--- src/design/load_cell_conditioner_unit_defines.svh ---
// Assertion macros for the load cell conditioner unit.
// Included by every module that carries concurrent assertions; no other dependencies.
`ifndef LOAD_CELL_CONDITIONER_UNIT_DEFINES_SVH
`define LOAD_CELL_CONDITIONER_UNIT_DEFINES_SVH
`ifndef SYNTHESIS
`define LCC_ASSERT(lbl, clk, rst_n, prop, msg) \
  lbl: assert property (@(posedge clk) disable iff (!rst_n) prop) else $error(msg);
`define LCC_NEVER(lbl, clk, rst_n, cond, msg) \
  lbl: assert property (@(posedge clk) disable iff (!rst_n) !(cond)) else $error(msg);
`else
`define LCC_ASSERT(lbl, clk, rst_n, prop, msg)
`define LCC_NEVER(lbl, clk, rst_n, cond, msg)
`endif
`endif

--- src/design/lcc_pkg.sv ---
// Shared types and constants of the load cell conditioner unit.
// Used by lcc_ctrl, lcc_datapath and the top level; no dependencies.
package lcc_pkg;

  localparam int CNT_W  = 32;
  localparam int WGT_W  = 48;
  localparam int DIFF_W = 33;
  localparam int PROD_W = 65;
  localparam int ALPHA_W = 9;
  localparam int LIMIT_W = 31;

  // request kinds
  localparam logic [1:0] REQ_NEW      = 2'd0;
  localparam logic [1:0] REQ_PEAK_RST = 2'd1;
  localparam logic [1:0] REQ_RESEED   = 2'd2;

  // configuration register indexes
  localparam logic [1:0] CFG_ZERO_OFFSET  = 2'd0;
  localparam logic [1:0] CFG_SCALE_Q24    = 2'd1;
  localparam logic [1:0] CFG_ALPHA_Q8     = 2'd2;
  localparam logic [1:0] CFG_GLITCH_LIMIT = 2'd3;

  localparam logic signed [CNT_W-1:0] SCALE_RESET = 32'sd16777216;
  localparam logic [ALPHA_W-1:0]      ALPHA_RESET = 9'd64;
  localparam logic [ALPHA_W-1:0]      ALPHA_ONE   = 9'd256;
  localparam logic [LIMIT_W-1:0]      LIMIT_RESET = 31'd200000;

  typedef enum logic [6:0] {
    S_IDLE = 7'b0000001,
    S_STEP = 7'b0000010,
    S_UPD  = 7'b0000100,
    S_SUBF = 7'b0001000,
    S_MULF = 7'b0010000,
    S_MULP = 7'b0100000,
    S_DONE = 7'b1000000
  } lcc_state_t;

  typedef struct packed {
    logic accept;
    logic step;
    logic upd;
    logic subf;
    logic mulf;
    logic mulp;
    logic load_out;
  } lcc_cmd_t;

endpackage

--- src/design/lcc_ctrl.sv ---
// Sequencing controller of the load cell conditioner unit.
// Depends on lcc_pkg and load_cell_conditioner_unit_defines.svh.
`include "load_cell_conditioner_unit_defines.svh"

module lcc_ctrl (
  input  logic              clk,
  input  logic              rst_n,
  input  logic              in_tvalid,
  output logic              in_tready,
  output logic              out_tvalid,
  input  logic              out_tready,
  output lcc_pkg::lcc_cmd_t cmd
);

  lcc_pkg::lcc_state_t state_r, state_nxt;
  logic                out_valid_r, out_valid_nxt;

  assign in_tready  = (state_r == lcc_pkg::S_IDLE);
  assign out_tvalid = out_valid_r;

  always_comb begin
    state_nxt     = state_r;
    cmd           = '0;
    out_valid_nxt = out_valid_r && !out_tready;
    unique case (state_r)
      lcc_pkg::S_IDLE: begin
        if (in_tvalid) begin
          cmd.accept = 1'b1;
          state_nxt  = lcc_pkg::S_STEP;
        end
      end
      lcc_pkg::S_STEP: begin
        cmd.step  = 1'b1;
        state_nxt = lcc_pkg::S_UPD;
      end
      lcc_pkg::S_UPD: begin
        cmd.upd   = 1'b1;
        state_nxt = lcc_pkg::S_SUBF;
      end
      lcc_pkg::S_SUBF: begin
        cmd.subf  = 1'b1;
        state_nxt = lcc_pkg::S_MULF;
      end
      lcc_pkg::S_MULF: begin
        cmd.mulf  = 1'b1;
        state_nxt = lcc_pkg::S_MULP;
      end
      lcc_pkg::S_MULP: begin
        cmd.mulp  = 1'b1;
        state_nxt = lcc_pkg::S_DONE;
      end
      lcc_pkg::S_DONE: begin
        // hold until the output register is free or being emptied
        if (!out_valid_r || out_tready) begin
          cmd.load_out  = 1'b1;
          out_valid_nxt = 1'b1;
          state_nxt     = lcc_pkg::S_IDLE;
        end
      end
      default: state_nxt = lcc_pkg::S_IDLE;
    endcase
  end

  always_ff @(posedge clk) begin
    if (!rst_n) begin
      state_r     <= lcc_pkg::S_IDLE;
      out_valid_r <= 1'b0;
    end else begin
      state_r     <= state_nxt;
      out_valid_r <= out_valid_nxt;
    end
  end

  `LCC_ASSERT(a_accept_starts, clk, rst_n, (in_tvalid && in_tready) |=> (state_r == lcc_pkg::S_STEP), "accepted transaction did not start the sequence")
  `LCC_NEVER(a_busy_no_ready, clk, rst_n, (state_r != lcc_pkg::S_IDLE) && in_tready, "ready raised while an item is in flight")
  `LCC_NEVER(a_no_overwrite, clk, rst_n, cmd.load_out && out_valid_r && !out_tready, "output register overwritten before it was taken")
  `LCC_ASSERT(a_load_sets_valid, clk, rst_n, cmd.load_out |=> (out_valid_r && state_r == lcc_pkg::S_IDLE), "result load did not raise valid")

endmodule

--- src/design/lcc_datapath.sv ---
// Datapath of the load cell conditioner unit: configuration registers, filter and
// peak state, one shared multiplier, weight saturation and the output register.
// Depends on lcc_pkg and load_cell_conditioner_unit_defines.svh.
`include "load_cell_conditioner_unit_defines.svh"

module lcc_datapath (
  input  logic                     clk,
  input  logic                     rst_n,
  input  lcc_pkg::lcc_cmd_t        cmd,
  input  logic                     cfg_we,
  input  logic [1:0]               cfg_index,
  input  logic [31:0]              cfg_data,
  input  logic [1:0]               in_req_type,
  input  logic signed [31:0]       in_sample,
  output logic signed [31:0]       filtered_count,
  output logic                     glitch,
  output logic signed [47:0]       weight_q8,
  output logic signed [31:0]       peak_count,
  output logic signed [47:0]       peak_weight_q8
);

  // configuration
  logic signed [31:0] zero_offset_r;
  logic signed [31:0] scale_q24_r;
  logic [8:0]         alpha_q8_r;
  logic [30:0]        glitch_limit_r;

  // state and working registers
  logic signed [31:0] filter_r, filter_nxt;
  logic signed [31:0] peak_r, peak_nxt;
  logic [1:0]         req_r;
  logic signed [31:0] sample_r;
  logic signed [32:0] diff_r;
  logic               glitch_r;
  logic signed [32:0] opd_r;
  logic signed [64:0] prod_r;
  logic signed [47:0] wf_r;

  // output register
  logic signed [31:0] out_filtered_r;
  logic               out_glitch_r;
  logic signed [47:0] out_weight_r;
  logic signed [31:0] out_peak_r;
  logic signed [47:0] out_peak_weight_r;

  logic [8:0]         alpha_eff;
  logic signed [32:0] mul_a;
  logic signed [31:0] mul_b;
  logic signed [64:0] mul_p;
  logic [32:0]        diff_mag;
  logic               corr;
  logic [31:0]        filter_step;
  logic signed [31:0] opd_src;

  function automatic logic signed [47:0] sat48(input logic signed [64:0] p);
    logic [48:0] q;
    begin
      q = p[64:16];
      if (q[48] != q[47]) begin
        sat48 = q[48] ? {1'b1, {47{1'b0}}} : {1'b0, {47{1'b1}}};
      end else begin
        sat48 = q[47:0];
      end
    end
  endfunction

  // gain above one acts as one
  assign alpha_eff = alpha_q8_r[8] ? lcc_pkg::ALPHA_ONE : alpha_q8_r;

  assign mul_a = cmd.step ? diff_r : opd_r;
  assign mul_b = cmd.step ? $signed({23'b0, alpha_eff}) : scale_q24_r;
  assign mul_p = 65'(mul_a) * 65'(mul_b);

  assign diff_mag = diff_r[32] ? 33'(-diff_r) : 33'(diff_r);

  // floor shift plus one for a negative product with dropped bits: truncation toward zero
  assign corr        = prod_r[64] && (prod_r[7:0] != 8'd0);
  assign filter_step = filter_r + prod_r[39:8] + {31'b0, corr};

  assign opd_src = cmd.subf ? filter_r : peak_r;

  always_comb begin
    filter_nxt = filter_r;
    peak_nxt   = peak_r;
    case (req_r)
      lcc_pkg::REQ_NEW: begin
        if (!glitch_r) begin
          filter_nxt = filter_step;
          if (sample_r > peak_r) begin
            peak_nxt = sample_r;
          end
        end
      end
      lcc_pkg::REQ_PEAK_RST: peak_nxt = filter_r;
      lcc_pkg::REQ_RESEED: begin
        filter_nxt = sample_r;
        peak_nxt   = sample_r;
      end
      default: ;
    endcase
  end

  always_ff @(posedge clk) begin
    if (!rst_n) begin
      zero_offset_r  <= '0;
      scale_q24_r    <= lcc_pkg::SCALE_RESET;
      alpha_q8_r     <= lcc_pkg::ALPHA_RESET;
      glitch_limit_r <= lcc_pkg::LIMIT_RESET;
      filter_r       <= '0;
      peak_r         <= '0;
      req_r          <= lcc_pkg::REQ_NEW;
      glitch_r       <= 1'b0;
    end else begin
      if (cfg_we) begin
        unique case (cfg_index)
          lcc_pkg::CFG_ZERO_OFFSET:  zero_offset_r  <= cfg_data;
          lcc_pkg::CFG_SCALE_Q24:    scale_q24_r    <= cfg_data;
          lcc_pkg::CFG_ALPHA_Q8:     alpha_q8_r     <= cfg_data[8:0];
          lcc_pkg::CFG_GLITCH_LIMIT: glitch_limit_r <= cfg_data[30:0];
        endcase
      end
      if (cmd.accept) begin
        req_r <= in_req_type;
      end
      if (cmd.step) begin
        glitch_r <= (req_r == lcc_pkg::REQ_NEW) && (diff_mag > {2'b0, glitch_limit_r});
      end
      if (cmd.upd) begin
        filter_r <= filter_nxt;
        peak_r   <= peak_nxt;
      end
    end
  end

  always_ff @(posedge clk) begin
    if (cmd.accept) begin
      sample_r <= in_sample;
      diff_r   <= 33'(in_sample) - 33'(filter_r);
    end
    if (cmd.subf || cmd.mulf) begin
      opd_r <= 33'(opd_src) - 33'(zero_offset_r);
    end
    if (cmd.step || cmd.mulf || cmd.mulp) begin
      prod_r <= mul_p;
    end
    if (cmd.mulp) begin
      wf_r <= sat48(prod_r);
    end
    if (cmd.load_out) begin
      out_filtered_r    <= filter_r;
      out_glitch_r      <= glitch_r;
      out_weight_r      <= wf_r;
      out_peak_r        <= peak_r;
      out_peak_weight_r <= sat48(prod_r);
    end
  end

  assign filtered_count = out_filtered_r;
  assign glitch         = out_glitch_r;
  assign weight_q8      = out_weight_r;
  assign peak_count     = out_peak_r;
  assign peak_weight_q8 = out_peak_weight_r;

  `LCC_NEVER(a_glitch_only_new, clk, rst_n, cmd.upd && glitch_r && (req_r != lcc_pkg::REQ_NEW), "glitch flagged on a non-sample request")
  `LCC_ASSERT(a_glitch_holds, clk, rst_n, (cmd.upd && glitch_r) |=> ($stable(filter_r) && $stable(peak_r)), "rejected sample changed the state")
  `LCC_ASSERT(a_reseed_equal, clk, rst_n, (cmd.upd && req_r == lcc_pkg::REQ_RESEED) |=> (filter_r == peak_r), "reseed left filter and peak apart")

endmodule

--- src/design/load_cell_conditioner_unit.sv ---
// Load cell conditioner: each transaction on the input stream carries a request kind
// in in_tuser (0 new sample, 1 reset peak to filtered value, 2 reseed filter and peak,
// 3 no change) and a signed count in in_tdata, and yields exactly one result transaction.
// From acceptance an item passes the step, update, subtract, multiply-filter and
// multiply-peak states before the done state loads its result into the output register
// once that register is free; the single shared multiplier runs the filter step and
// then the two weight products one after another. A new item is accepted once the
// previous one has reached the output register, so a result may wait there while the next is worked.
// Configuration writes are never stalled and must only happen while the unit is idle.
// Depends on lcc_pkg, lcc_ctrl and lcc_datapath.

module load_cell_conditioner_unit (
  input  logic         clk,
  input  logic         rst_n,
  input  logic         in_tvalid,
  output logic         in_tready,
  input  logic [31:0]  in_tdata,   // [31:0] sample
  input  logic [1:0]   in_tuser,   // [1:0] req_type
  output logic         out_tvalid,
  input  logic         out_tready,
  // [31:0] filtered_count, [79:32] weight_q8, [111:80] peak_count,
  // [159:112] peak_weight_q8
  output logic [159:0] out_tdata,
  output logic         out_tuser,  // [0] glitch
  input  logic         cfg_valid,
  output logic         cfg_ready,
  input  logic [1:0]   cfg_index,
  input  logic [31:0]  cfg_data
);

  lcc_pkg::lcc_cmd_t  cmd;
  logic signed [31:0] filtered_count;
  logic               glitch;
  logic signed [47:0] weight_q8;
  logic signed [31:0] peak_count;
  logic signed [47:0] peak_weight_q8;

  assign cfg_ready = 1'b1;

  lcc_ctrl u_ctrl (
    .clk        (clk),
    .rst_n      (rst_n),
    .in_tvalid  (in_tvalid),
    .in_tready  (in_tready),
    .out_tvalid (out_tvalid),
    .out_tready (out_tready),
    .cmd        (cmd)
  );

  lcc_datapath u_datapath (
    .clk            (clk),
    .rst_n          (rst_n),
    .cmd            (cmd),
    .cfg_we         (cfg_valid && cfg_ready),
    .cfg_index      (cfg_index),
    .cfg_data       (cfg_data),
    .in_req_type    (in_tuser),
    .in_sample      (in_tdata),
    .filtered_count (filtered_count),
    .glitch         (glitch),
    .weight_q8      (weight_q8),
    .peak_count     (peak_count),
    .peak_weight_q8 (peak_weight_q8)
  );

  assign out_tdata = {peak_weight_q8, peak_count, weight_q8, filtered_count};
  assign out_tuser = glitch;

endmodule
--- config.mk ---
export PLATFORM = sky130hd
export DESIGN_NAME = load_cell_conditioner_unit
export DESIGN_NICKNAME = d
export VERILOG_FILES = /design/src/design/lcc_pkg.sv /design/src/design/lcc_ctrl.sv /design/src/design/lcc_datapath.sv /design/src/design/load_cell_conditioner_unit.sv
export VERILOG_INCLUDE_DIRS = /design/src /design/src/design
export SDC_FILE = /design/constraint.sdc
export NUM_CORES = 2
export LEC_CHECK = 0
export BUFFER_PORTS_ARGS = -buffer_cell sky130_fd_sc_hd__buf_2
export CAP_MARGIN = 20
export CORE_MARGIN = 10
export CORE_UTILIZATION = 65
export CTS_CLUSTER_SIZE = 8
export DETAILED_ROUTE_END_ITERATION = 8
export PLACE_DENSITY = 0.83
export SYNTH_ARGS = -nofsm -noshare
export SYNTH_HDL_FRONTEND = slang
export SYNTH_SLANG_ARGS = --single-unit
--- constraint.sdc ---
create_clock -name clk -period 33.7 [get_ports clk]
set_clock_uncertainty 0.05 [all_clocks]
set_input_delay 3.37 -clock clk [delete_from_list [all_inputs] [get_ports clk]]
set_output_delay 3.37 -clock clk [all_outputs]
set_load 0.1 [all_outputs]
After elaboration in Yosys (flattened, before gate mapping)
Index checks and enable logic that the tools add are counted.

Add/sub/neg operators: 5. $mul: 1. Divide/modulo/power cells: 0. $lt $le $gt $ge: 2. Equal/unequal tests: 17. Shifts and indexed selects: 0. Multiplexer cells: 26. Bitwise gates (word level): 0. Reduce and logical (&&, ||, !) cells: 21.

Operator list (count): $mux W32 (5); $mux W48 (2); $pmux W32 S3 (1); $mux W33 (2); $sub A32 B32 Y33 (2); $mul A33 B32 Y65 (1); $pmux W32 S2 (1); $pmux W7 S7 (1); $gt A33 B31 Y1 (1); $neg A33 Y33 (1); $add A32 B1 Y32 (1); $add A32 B32 Y32 (1); $gt A32 B32 Y1 (1); $mux W7 (2); $mux W1 (11); $reduce_and A2 Y1 (5); $mux W9 (1); $reduce_bool A8 Y1 (1); $eq A7 B1 Y1 const B (1); $eq A7 B2 Y1 const B (1); $eq A7 B3 Y1 const B (1); $eq A7 B4 Y1 const B (1); $eq A7 B5 Y1 const B (1); $eq A7 B6 Y1 const B (1); other kinds (14) (26).

Flip-flop bits (word level): 551. Latch bits: 0. Memory bits (writable): 0. Memory bits (read-only): 0. Logic and storage cells: 92. Memories: 0.

Longest topological paths before layout
Depth after elaboration: 5. Mapped depth: 35.

By module
A second synthesis with hierarchy kept.

Cell total of the unflattened synthesis: 6387. Area total of the unflattened synthesis: 63602.2 µm².

By module, submodules not included: lcc_datapath (times used 1, cells each 6333, area an instance 63138.1 µm², sequential area each 14594.0 µm²); lcc_ctrl (times used 1, cells each 52, area an instance 452.9 µm², sequential area each 160.2 µm²); load_cell_conditioner_unit (times used 1, cells each 2, area an instance 11.3 µm², sequential area each 0.0 µm²).

Worst setup path before layout
Ideal clock, no wire load.

Path type: input to register. Start: input port out_tready. End: register u_datapath.out_filtered_r[0], in the netlist u_datapath.filtered_count[0] (enable). Library setup time: 880 ps. Data arrival time: 14288 ps. Required time: 32770 ps. Slack: 18483 ps. Cell stages on the path: 2. Cell sequence: nor2_1 nor3_1.

RTL lines: start: declaration (RTL line load_cell_conditioner_unit.sv:20) `input logic out_tready,`; end signal: assignment (RTL line lcc_datapath.sv:150) `out_filtered_r <= filter_r;`; end: declaration (RTL line lcc_datapath.sv:40) `logic signed [31:0] out_filtered_r;`.

Worst setup path in the final report
Start: register u_ctrl.state_r[6]. End: register u_datapath.prod_r[58] (data pin).

Longest elaborated chain between the ends: 4. Elaborated cells on any way between the ends: 5. Classes of those cells: 1 x mul; 1 x eq/ne; 3 x mux.

Ends and longest elaborated chain: start: declaration (RTL line lcc_ctrl.sv:15) `lcc_pkg::lcc_state_t state_r, state_nxt;`; start signal: assignment (RTL line lcc_ctrl.sv:66) `state_r <= lcc_pkg::S_IDLE;`; start signal: assignment (RTL line lcc_ctrl.sv:69) `state_r <= state_nxt;`; $eq A7 B2 Y1 * (RTL line lcc_ctrl.sv:25) `unique case (state_r)`; $mux W1 * (RTL line lcc_ctrl.sv:25); $mux W33 or $mux W32 (tied branches) (RTL line lcc_datapath.sv:70, lcc_datapath.sv:71); $mul A33 B32 Y65 * (RTL line lcc_datapath.sv:72) `assign mul_p = 65'(mul_a) * 65'(mul_b);`; via u_datapath.mul_p[58] (RTL line lcc_datapath.sv:49) `logic signed [64:0] mul_p;`; end signal: assignment (RTL line lcc_datapath.sv:144) `prod_r <= mul_p;`; end: declaration (RTL line lcc_datapath.sv:36) `logic signed [64:0] prod_r;`.

Mark *: on every way through the listed nets, which the timed path passes. The rest lies on a longest branch. A chain may end at the register's enable or synchronous reset.

==> out/qor.yml <==
yosys:
  syn-num-nets: 8010
  ys_seq_area_share_pct: 23.3
  ys.flop_type: "edfxtp_1"
  synth.avg_cell_area_um2: 9.80
  synthDistinctLibCells: 76
  ys_seq_elements: 551
  syn_inst: 6475
  postSynth.asyncResetShare_pct: 0
  ys_warn_count: 0
  yosys.area.top_type: "fa_1"
  synth_edf_count: 372
  yosysTopAreaCellShare_pct: 35.2
  synth_area_leaders: "fa_1 (35%), edfxtp_1 (18%), inv_1 (7.0%), ha_1 (6.8%), dfxtp_1 (5.6%)"
  syn-cell-area_mm2: 0.0634
  synth_common_cells: "inv_1 (1183), fa_1 (1116), nand2_1 (896), and3_1 (386), edfxtp_1 (372)"
  yosysMostFrequentCell: "inv_1"
detailed_routing:
  viasPerCell: 6.16
  drtPass1Iterations: 7
  vias: 48557
  post_drt_wl_per_cell_um: 24.4
  wirelength_um: 193000
  drtIter0Drc: 5072
  antenna_left: 0
  drc: 0
clock_network:
  cts_root_buffer: "clkbuf_16"
  cts_max_level: 3
  ctsLongestPathBuffers: 3
  postCtsSetupRepairBufs: 0
  clkLatencyLatePin_ps: 630
  path_clk_slew_ps: 50
  cts_buffers: 80
  cts_hold_buffers: 0
  cts_num_sinks: 551
  cts_resized: 0
  cts_tree: "done"
sta:
  relSlewSlack_pct: 27.1
  period_share_pct: 32.0
  finalMaxSlewViolations: 0
  tightest_slew_ps: 1090
  hold_violations: 0
  rsz0062_at_grt: "no"
  setup_viol: 0
  tns_ps: 0
  fin_hold_ws_ps: 362
  max_freq_mhz: 92.7
  fin_crit_ps: 10790
die:
  core_area_mm2: 0.0967
  die_w_um: 332
  ioPinCount: 237
  start_util_pct: 65.6
  die_area_mm2: 0.110
  die_h_um: 332
  num_rows: 114
placed_design:
  place_inst: 7745
  io_buffers: 235
  dp_hpwl_um: 153000
  gp_congestion: 1.03
worst_setup_path:
  cp_data_arrival_time_ps: 11100
  criticalPathCategory: "register to register"
  critical_path.max_fanout: 207
  critPathLaunchType: "register"
  setup.worst_path.end_class: "register"
  cp_common_cell: "fa_1"
  cpMaxStageDelayCell: "and2_1"
  slowest_delay_ps: 840
  worstPathRequired_ps: 34010
global_route:
  grt_pass1_wl_um: 298000
  grt_pass1_vias: 51253
  grt-ovfl-total: 0
  antenna_found_initial: 6
  grt_max_degree: 208
  track_usage_pct: 34.8
min_path:
  hold_path.class: "register to register"
cells_and_area:
  drive_gt1_share_pct: 7.70
  layout.nets: 8095
  n_fill_cell: 7045
  syn_to_final_growth_pct: 7.64
  final_cells: 7889
power_and_ir_drop:
  p_total_mw: 3.19
  peakVddDrop_mv: 0.0475
  power_leakage_nw: 31.9
  power.density_mw_per_mm2: 46.7
run:
  max-cap-violations: 0
outcome:
  status: "complete, no violations"
[area by class of cell]
cell class | instances | area (um2) | share of cell area [%]
Timing Repair Buffer | 331 | 2090 | 3.07
Multi-Input combinational cell | 4412 | 43100 | 63.1
Tap cell | 1276 | 1600 | 2.34
Clock buffer | 124 | 2170 | 3.17
Clock inverter | 10 | 148 | 0.216
Sequential cell | 551 | 14800 | 21.6
Antenna cell | 1 | 2.50 | 0.00367
Inverter | 1184 | 4450 | 6.51
[cell families after synthesis]
group | after synthesis | synth area share, %
buffers and inverters | 1512 | 8.95
flip-flops | 551 | 23.3
XOR/XNOR | 174 | 2.40
AO/OA/AOI/OAI | 867 | 8.80
multiplexers | 67 | 1.12
other | 1 | 0.00591
adder cells (fa/ha/maj) | 1462 | 42.1
AND/OR/NAND/NOR | 1841 | 13.4
[metrics by stage]
stage	area [um2]	util, %	setup slack [ps]
after detailed placement	65700	68.0	23110
after CTS	68000	70.4	23020
final	68300	70.6	22910
after floorplan	63400	-	18480
after global placement	65700	67.9	23320
after global routing	68300	70.6	22470
[placed cells by master (no fill, tap or decap), types with 21 or more instances in the layout]
master	instances
o211ai_1	21
a21o_1	144
o21ai_0	135
mux2_2	33
edfxtp_1	372
o21a_1	30
and3_1	385
a211oi_1	78
buf_2	235
clkbuf_16	81
buf_4	83
nand3_1	47
nand2b_1	32
and2_1	30
nand2_1	895
a21oi_1	282
dfxtp_1	179
nor3_1	29
clkbuf_1	44
ha_1	346
fa_1	1116
inv_1	1181
xnor2_1	127
o221ai_1	21
nor2_1	302
xor2_1	47
mux2i_1	34
nor2b_1	24
nand4_1	23
[metal layers]
metal | up-vias | routed length [um] | share of wire (%) | track usage [%]
li1 | 20818 | - | - | -
met4 | 8 | 13400 | 7.0 | 20.8
met1 | 24004 | 68300 | 35 | 42.9
met2 | 3033 | 88200 | 46 | 54.9
met3 | 694 | 22700 | 12 | 9.28
met5 | - | 126 | 0.065 | 0.521
[state kept, by name, indices dropped and copies added, names as in the netlist, 2 cells and up]
signal and flops:
u_datapath.peak_r 32, u_datapath.peak_count 32, u_datapath.scale_q24_r 32, u_datapath.prod_r 65, u_datapath.peak_weight_q8 48, u_datapath.sample_r 32, u_datapath.diff_r 33, u_ctrl.state_r 7
u_datapath.alpha_q8_r 9, u_datapath.filtered_count 32, u_datapath.filter_r 32, u_datapath.req_r 2, u_datapath.opd_r 33, u_datapath.glitch_limit_r 31, u_datapath.wf_r 48, u_datapath.zero_offset_r 32
u_datapath.weight_q8 48
[worst max-delay path, delay by kind of cell, from the launching register on]
kind | cells | cell delay (ps)
AND/OR/NAND/NOR | 5 | 1480
flip-flops | 1 | 370
AO/OA/AOI/OAI | 8 | 1600
buffers and inverters | 7 | 1600
XOR/XNOR | 1 | 160
adder cells (fa/ha/maj) | 9 | 4960
[final timing paths]
kind | startpoint | endpoint | slack (ps) | cells past startpoint
min | u_datapath.wf_r[25] | u_datapath.weight_q8[25] | 360 | 0
min reg2reg | u_datapath.wf_r[25] | u_datapath.weight_q8[25] | 360 | 0
max reg2reg | u_ctrl.state_r[6] | u_datapath.prod_r[58] | 22910 | 30
max | u_ctrl.state_r[6] | u_datapath.prod_r[58] | 22910 | 30
[power breakdown]
group | switching (mW) | internal, mW | total, mW | leakage [nW]
Sequential | 0.0335 | 0.809 | 0.843 | 4.85
Combinational | 1.00 | 0.600 | 1.60 | 25.9
Clock | 0.301 | 0.442 | 0.743 | 1.10
No activity file was read; power rests on OpenSTA's default activity.
